$ cat config.mk
export PLATFORM = sky130hd
export DESIGN_NAME = sti_ctrl
export DESIGN_NICKNAME = d
export VERILOG_FILES = /design/src/rtl/sti_pkg.sv /design/src/rtl/sti_ctrl.sv
export SDC_FILE = /design/constraint.sdc
export NUM_CORES = 1
export LEC_CHECK = 0
export BUFFER_PORTS_ARGS = -buffer_cell sky130_fd_sc_hd__buf_2
export CORE_AREA = 2 2 39 41
export DETAILED_ROUTE_END_ITERATION = 10
export DIE_AREA = 0 0 41 43
export PLACE_DENSITY = 0.61
export SETUP_SLACK_MARGIN = 0.05
export SLEW_MARGIN = 5
export SYNTH_ARGS = -nofsm -noshare
export SYNTH_HDL_FRONTEND = slang
export SYNTH_SLANG_ARGS = --single-unit
$ cat constraint.sdc
create_clock -name clk_i -period 1.4 [get_ports clk_i]
set_input_delay 0.28 -clock clk_i [delete_from_list [all_inputs] [get_ports clk_i]]
set_output_delay 0.28 -clock clk_i [all_outputs]
set_load 0.01 [all_outputs]
$ cat src/rtl/sti_pkg.sv
package sti_pkg;

  localparam int SensorCount     = 32;
  localparam int PointsPerSensor = 16;
  localparam int TableDepth      = SensorCount * PointsPerSensor;
  localparam int AddrW           = $clog2(TableDepth);
  localparam int IdxW            = $clog2(PointsPerSensor + 1);

  localparam int SensorW = 5;
  localparam int PointW  = 4;
  localparam int CodeW   = 12;
  localparam int RegW    = 8;
  localparam int ResultW = 9;
  localparam int RemW    = 16;
  localparam int QuotW   = 4;
  localparam int SumW    = 10;

  localparam logic [RegW-1:0] OffsetReset = 8'd60;
  localparam logic [RegW-1:0] ResultCap   = 8'd199;
  localparam int              StepMm      = 10;

  localparam logic ModeLoad    = 1'b0;
  localparam logic ModeConvert = 1'b1;

  localparam logic CfgBaseOffset = 1'b0;
  localparam logic CfgInvertBase = 1'b1;

  typedef enum logic [2:0] {
    StIdle,
    StRead,
    StCmp,
    StDiv,
    StDone
  } sti_state_e;

  typedef struct packed {
    logic                     accept;
    logic                     rd_issue;
    logic                     cmp_step;
    logic                     div_step;
    logic [$clog2(QuotW)-1:0] div_bit;
    logic                     out_load;
  } sti_cmd_t;

  typedef struct packed {
    logic scan_end;
    logic below;
    logic idx_low;
  } sti_sts_t;

endpackage

$ cat src/rtl/sti_ctrl.sv
module sti_ctrl (
  input  logic              clk_i,
  input  logic              rst_ni,
  input  logic              in_valid_i,
  input  logic              in_mode_i,
  input  logic              out_stall_i,
  input  sti_pkg::sti_sts_t sts_i,
  output logic              in_stall_o,
  output logic              out_valid_o,
  output sti_pkg::sti_cmd_t cmd_o
);
  import sti_pkg::*;

  sti_state_e               state_q, state_d;
  logic [$clog2(QuotW)-1:0] div_cnt_q, div_cnt_d;
  logic                     out_valid_q, out_valid_d;

  always_ff @(posedge clk_i or negedge rst_ni) begin
    if (!rst_ni) begin
      state_q     <= StIdle;
      div_cnt_q   <= '0;
      out_valid_q <= 1'b0;
    end else begin
      state_q     <= state_d;
      div_cnt_q   <= div_cnt_d;
      out_valid_q <= out_valid_d;
    end
  end

  always_comb begin
    state_d     = state_q;
    div_cnt_d   = div_cnt_q;
    cmd_o       = '0;
    cmd_o.div_bit = div_cnt_q;
    in_stall_o  = 1'b1;
    out_valid_d = out_valid_q & out_stall_i;
    unique case (state_q)
      StIdle: begin
        in_stall_o = 1'b0;
        if (in_valid_i) begin
          cmd_o.accept = 1'b1;
          if (in_mode_i == ModeConvert) state_d = StRead;
        end
      end
      StRead: begin
        if (sts_i.scan_end) begin
          state_d = StDone;
        end else begin
          cmd_o.rd_issue = 1'b1;
          state_d        = StCmp;
        end
      end
      StCmp: begin
        cmd_o.cmp_step = 1'b1;
        if (sts_i.below) begin
          state_d = StRead;
        end else if (sts_i.idx_low) begin
          state_d = StDone;
        end else begin
          div_cnt_d = '1;
          state_d   = StDiv;
        end
      end
      StDiv: begin
        cmd_o.div_step = 1'b1;
        div_cnt_d      = div_cnt_q - 1'b1;
        if (div_cnt_q == '0) state_d = StDone;
      end
      StDone: begin
        if (!out_valid_q || !out_stall_i) begin
          cmd_o.out_load = 1'b1;
          out_valid_d    = 1'b1;
          state_d        = StIdle;
        end
      end
      default: state_d = StIdle;
    endcase
  end

  assign out_valid_o = out_valid_q;

endmodule

After elaboration in Yosys (flattened, before gate mapping)
Index checks and enable logic that the tools add are counted.

operators by class
  reduce and logical (&&, ||, !) cells = 8
  add/sub/neg operators = 1
  equality and inequality tests = 10
  muxes and demuxes = 22
  bitwise logic cells = 1

operator list
  operator                                           number
  2-to-1 mux 3 bit                                   7
  one-hot mux 3 bit (5 select lines)                 1
  inequality test 2 bit (second input constant)      6
  2-to-1 mux 1 bit                                   11
  == test 3 x 2 -> 1 bit (second input constant)     2
  2-to-1 mux 2 bit                                   2
  one-hot mux 2 bit (2 select lines)                 1
  AND reduction 4 bit                                1
  == test 3 x 1 -> 1 bit (second input constant)     1
  == test 3 bit (second input constant)              1
  logical NOT 3 bit                                  1
  AND reduction 3 bit                                1
  logical NOT 1 bit                                  2
  logical NOT 2 bit                                  1
  nonzero test 2 bit                                 1
  subtractor 2 x 1 -> 2 bit (second input constant)  1
  AND 1 bit                                          1
  logical OR 1 bit                                   1

word-level totals
  input bits = 8
  output and inout bits = 9
  bits in registers = 6
  word-level logic and storage cells = 45

Depth between registers and ports, before layout
  depth after elaboration = 4
  mapped depth = 5
  gate-level depth less buffers = 5

Worst setup path after synthesis
Ideal clock, no wire load.

  path kind = register to output
  start = register state_q[0]
  end = output port cmd_o[6] (netlist name)
  arrival = 1,118 ps
  path slack = 2 ps
  required time = 1,120 ps
  buffers on the path = 1
  cell stages (with the launch flop) = 4
  cells stage by stage = dfrtp_1 buf_2 or3_1 nor2_1

RTL lines
  item                      RTL line        RTL
  start: declaration        sti_ctrl.sv:14  sti_state_e state_q, state_d;
  start signal: assignment  sti_ctrl.sv:20  state_q <= StIdle;
  start signal: assignment  sti_ctrl.sv:24  state_q <= state_d;
  end: declaration          sti_ctrl.sv:10  output sti_pkg::sti_cmd_t cmd_o

==> impl_metrics.prom <==
# TYPE chip_impl_metric gauge
chip_impl_metric{name="synth.yosys.seq_area_share",unit="%"} 40.8
chip_impl_metric{name="clk_pin_slew",unit="ps"} 40
chip_impl_info{name="slowest_stage",value="dfrtp_2"} 1
chip_impl_info{name="netlist_top_cells_count",value="dfrtp_1, a21oi_1, inv_1, nand2_1, nor2_1"} 1
chip_impl_metric{name="syn_avg_cell_area",unit="um2"} 9.94
chip_impl_metric{name="power_per_cell_area",unit="nW/um2"} 2210
chip_impl_metric{name="grt.total_usage",unit="%"} 10.9
chip_impl_metric{name="combinationalPowerShare",unit="%"} 63.2
chip_impl_metric{name="grt_max_degree",unit=""} 8
chip_impl_metric{name="layout.area.seq",unit="um2"} 153
chip_impl_info{name="violations",value="setup timing"} 1
chip_impl_metric{name="ys_ff_latch",unit=""} 6
chip_impl_metric{name="layout-drive-gt1-share",unit="%"} 61.2
chip_impl_metric{name="areaGrowthSynthToFinish",unit="%"} 62.9
chip_impl_metric{name="first_global_vias",unit=""} 321
chip_impl_metric{name="num_antenna_cells",unit=""} 0
chip_impl_metric{name="numPortBuffers",unit=""} 16
chip_impl_metric{name="p_seq_share",unit="%"} 25.3
chip_impl_metric{name="rows",unit=""} 14
chip_impl_info{name="tritoncts",value="done"} 1
chip_impl_info{name="synthDominantAreaCellType",value="dfrtp_1"} 1
chip_impl_metric{name="path_buf_inv",unit=""} 1
chip_impl_metric{name="largest_stage_delay_on_the_critical_path",unit="ps"} 430
chip_impl_info{name="outcome",value="finished with violations"} 1
chip_impl_metric{name="clock_latency",unit="ps"} 230
chip_impl_metric{name="groute.layer.met1.usage",unit="%"} 11.6
chip_impl_metric{name="maxCapViolCount",unit=""} 0
chip_impl_metric{name="routed-via-count",unit=""} 383
chip_impl_metric{name="worst_clk_skew",unit="ps"} 0.863
chip_impl_metric{name="synth_enable_flop_cells",unit=""} 0
chip_impl_metric{name="syn-cell-area",unit="um2"} 368
chip_impl_metric{name="post-synth-top-area-fraction",unit="%"} 40.8
chip_impl_metric{name="total_power",unit="mW"} 1.33
chip_impl_metric{name="layout.filler_cells",unit=""} 144
chip_impl_metric{name="die_w",unit="um"} 41
chip_impl_info{name="worst_setup_path_start_kind",value="register"} 1
chip_impl_metric{name="synth.lib_cells_used.distinct",unit=""} 22
chip_impl_metric{name="antenna_violating_nets_post_route",unit=""} 0
chip_impl_metric{name="placeableCoreArea",unit="um2"} 1380
chip_impl_info{name="hold_path.startpoint",value="out_stall_i"} 1
chip_impl_metric{name="power.static_leakage",unit="nW"} 0.321
chip_impl_metric{name="cts.htree.levels",unit=""} 1
chip_impl_metric{name="layout.nets",unit=""} 78
chip_impl_metric{name="synth-warning-count",unit=""} 0
chip_impl_metric{name="synth.net_count",unit=""} 46
chip_impl_metric{name="internal-power",unit="mW"} 0.822
chip_impl_metric{name="drt-initial-drc-count",unit=""} 1
chip_impl_metric{name="netlist_instances",unit=""} 37
chip_impl_metric{name="clock_sinks",unit=""} 6
chip_impl_info{name="busiest_layer",value="met2"} 1
chip_impl_info{name="postSynth.topFlopCell",value="dfrtp_1"} 1
chip_impl_info{name="ys_top_cells_by_area",value="dfrtp_1, o32ai_2, a21oi_1"} 1
chip_impl_metric{name="post-route-util",unit="%"} 43.3
chip_impl_metric{name="grt_first_pass_wirelength",unit="um"} 1260
chip_impl_metric{name="critPathMaxFanout",unit=""} 4
chip_impl_info{name="cts.root.buffer_cell",value="clkbuf_4"} 1
chip_impl_info{name="critPathTopFamily",value="simple AND/OR/NAND/NOR gates"} 1
chip_impl_metric{name="timing.final.crit_share",unit="%"} 108
chip_impl_metric{name="final_hold_viol_count",unit=""} 0
chip_impl_info{name="timing.rr.start",value="state_q[0]"} 1
chip_impl_metric{name="signal_arrival_time_at_the_worst_endpoint",unit="ps"} 1230
chip_impl_metric{name="cp.required",unit="ps"} 1120
chip_impl_metric{name="globalRouteMet2Util",unit="%"} 17.2
chip_impl_metric{name="cts_made_buffers",unit=""} 3
chip_impl_metric{name="grt_overflow_total",unit=""} 0
chip_impl_metric{name="tightest_slew",unit="ps"} 273
chip_impl_metric{name="switching_power",unit="mW"} 0.504
chip_impl_metric{name="totalWireLength",unit="um"} 893
chip_impl_metric{name="share_clk_of_total_power",unit="%"} 11.4
chip_impl_metric{name="maximum_achievable_frequency",unit="MHz"} 661
chip_impl_metric{name="floorplan.die_area",unit="um2"} 1760
chip_impl_metric{name="layout.cell_area.non_filler",unit="um2"} 599
chip_impl_metric{name="start_util",unit="%"} 26.6
chip_impl_metric{name="wl_per_cell",unit="um"} 10.8
chip_impl_info{name="crit_path_start",value="state_q[2]"} 1
chip_impl_metric{name="asyncSetResetFlopFracSynth",unit="%"} 100
chip_impl_metric{name="layout_min_cycle_time",unit="ps"} 1510
chip_impl_metric{name="report.final.slew_viol_count",unit=""} 0
chip_impl_info{name="synth_most_common_cell",value="dfrtp_1"} 1
chip_impl_metric{name="finalSetupViolCount",unit=""} 6
chip_impl_metric{name="peakVddDrop",unit="V"} 0.000608
chip_impl_info{name="endpoint_kind",value="output port"} 1
chip_impl_metric{name="timing.final.ws_setup",unit="ps"} -112
chip_impl_metric{name="multi_input_comb_area",unit="um2"} 216
chip_impl_info{name="unrepaired_setup_endpoints_after_global_routing",value="yes"} 1
chip_impl_info{name="timing.hold.worst.class",value="in -> reg"} 1
chip_impl_metric{name="ctsLongestPathBuffers",unit=""} 2
chip_impl_metric{name="dp_hpwl",unit="um"} 597
chip_impl_metric{name="post_dp_area",unit="um2"} 485
chip_impl_metric{name="drc_errors",unit=""} 0
chip_impl_info{name="crit_chain",value="or3_4 > nor2_2 > buf_2"} 1
chip_impl_metric{name="vias_per_cell",unit=""} 4.61
chip_impl_info{name="worst-setup-path-type",value="reg -> out"} 1
chip_impl_metric{name="antenna_found_initial",unit=""} 0
chip_impl_metric{name="drt_first_pass_iters",unit=""} 3
chip_impl_metric{name="number_of_i_o_pins",unit=""} 17
chip_impl_metric{name="dieHeight",unit="um"} 43
chip_impl_metric{name="switching_share",unit="%"} 38.0
chip_impl_metric{name="gpl.final_weighted_congestion",unit=""} 0.640
chip_impl_metric{name="slew_headroom",unit="%"} 81.7
chip_impl_metric{name="use_met3",unit="%"} 3.14
per-layer routing:
metal | part of all wire (%) | routed length [um]
met2 | 55 | 490
met4 | 0 | 0
met3 | 5.9 | 53
met1 | 39 | 349
met5 | 0 | 0
cell usage in the layout (no fill, tap or decap), types with 2 or more instances in the layout:
master | Yosys | routed
a21o_1 | 2 | 2
a21oi_2 | 0 | 2
buf_2 | 1 | 16
buf_4 | 0 | 10
clkbuf_4 | 0 | 3
dfrtp_1 | 6 | 4
dfrtp_2 | 0 | 2
inv_1 | 3 | 3
nand2_1 | 3 | 3
nand2b_1 | 2 | 2
nor2_1 | 3 | 2
state kept, by name, indices dropped and copies added (netlist names):
register,cells
out_valid_o,1
div_cnt_q,2
state_q,3
repair_timing:
| action | in CTS | in global routing |
|---|---|---|
| hold buffers | 1 | 0 |
| pin swaps | 1 | 1 |
| setup buffers | 3 | 6 |
| endpoints found under the setup margin | 6 | 7 |
| hold endpoints to repair | 6 | 0 |
| resized for setup | 1 | 4 |
kinds of logic (layout without fill, tap and decap cells):
family / count (synthesis) / count (layout) / share of synthesized area, %
and+or+nand+nor: 15 / 15 / 28.6
AOI/OAI and AO/OA: 10 / 10 / 20.1
DFF: 6 / 6 / 40.8
buffers and inverters: 4 / 34 / 4.42
adders and majority gates: 1 / 1 / 3.40
muxes: 1 / 1 / 2.72
power by group through the flow:
stage | Clock, mW | Combinational, mW | Sequential (mW)
2_1_floorplan | 0 | 0.412 | 0.348
3_3_place_gp | 0 | 0.624 | 0.337
3_5_place_dp | 0 | 0.630 | 0.343
4_1_cts | 0.163 | 0.711 | 0.329
5_1_grt | 0.170 | 0.930 | 0.347
6_report | 0.151 | 0.839 | 0.336
layout make-up:
cell class / instances / area share, %
Inverter: 3 / 1.88
Tap cell: 16 / 3.34
Timing Repair Buffer: 28 / 29.4
Sequential cell: 6 / 25.5
Clock buffer: 3 / 3.76
Multi-Input combinational cell: 27 / 36.1
worst reg2reg max path, cell delays in order, from the launching register on:
cell and delay (ps):
dfrtp_1 390, buf_4 150, buf_4 150, and4bb_1 260
a21oi_2 50, o32ai_2 210
through the flow:
step	instances	hold slack (ps)	setup TNS, ps	setup WS, ps
after CTS	77	295	-347	-124
final	83	321	-393	-112
after global routing	83	347	-717	-172
after floorplan	37	-15.6	0	74.1
after global placement	70	107	0	129
after detailed placement	70	107	0	119
final timing paths:
check | end | slack (ps) | depth (start not counted)
max in group asynchronous | state_q[2] | 850 | 2
worst max register to register | state_q[2] | 100 | 5
worst min-delay path | out_valid_o | 320 | 3
worst min register to register | div_cnt_q[1] | 550 | 2
min in group asynchronous | div_cnt_q[0] | 400 | 2
worst max-delay path | cmd_o[6] | -110 | 3
No activity file was read; power rests on OpenSTA's default activity.
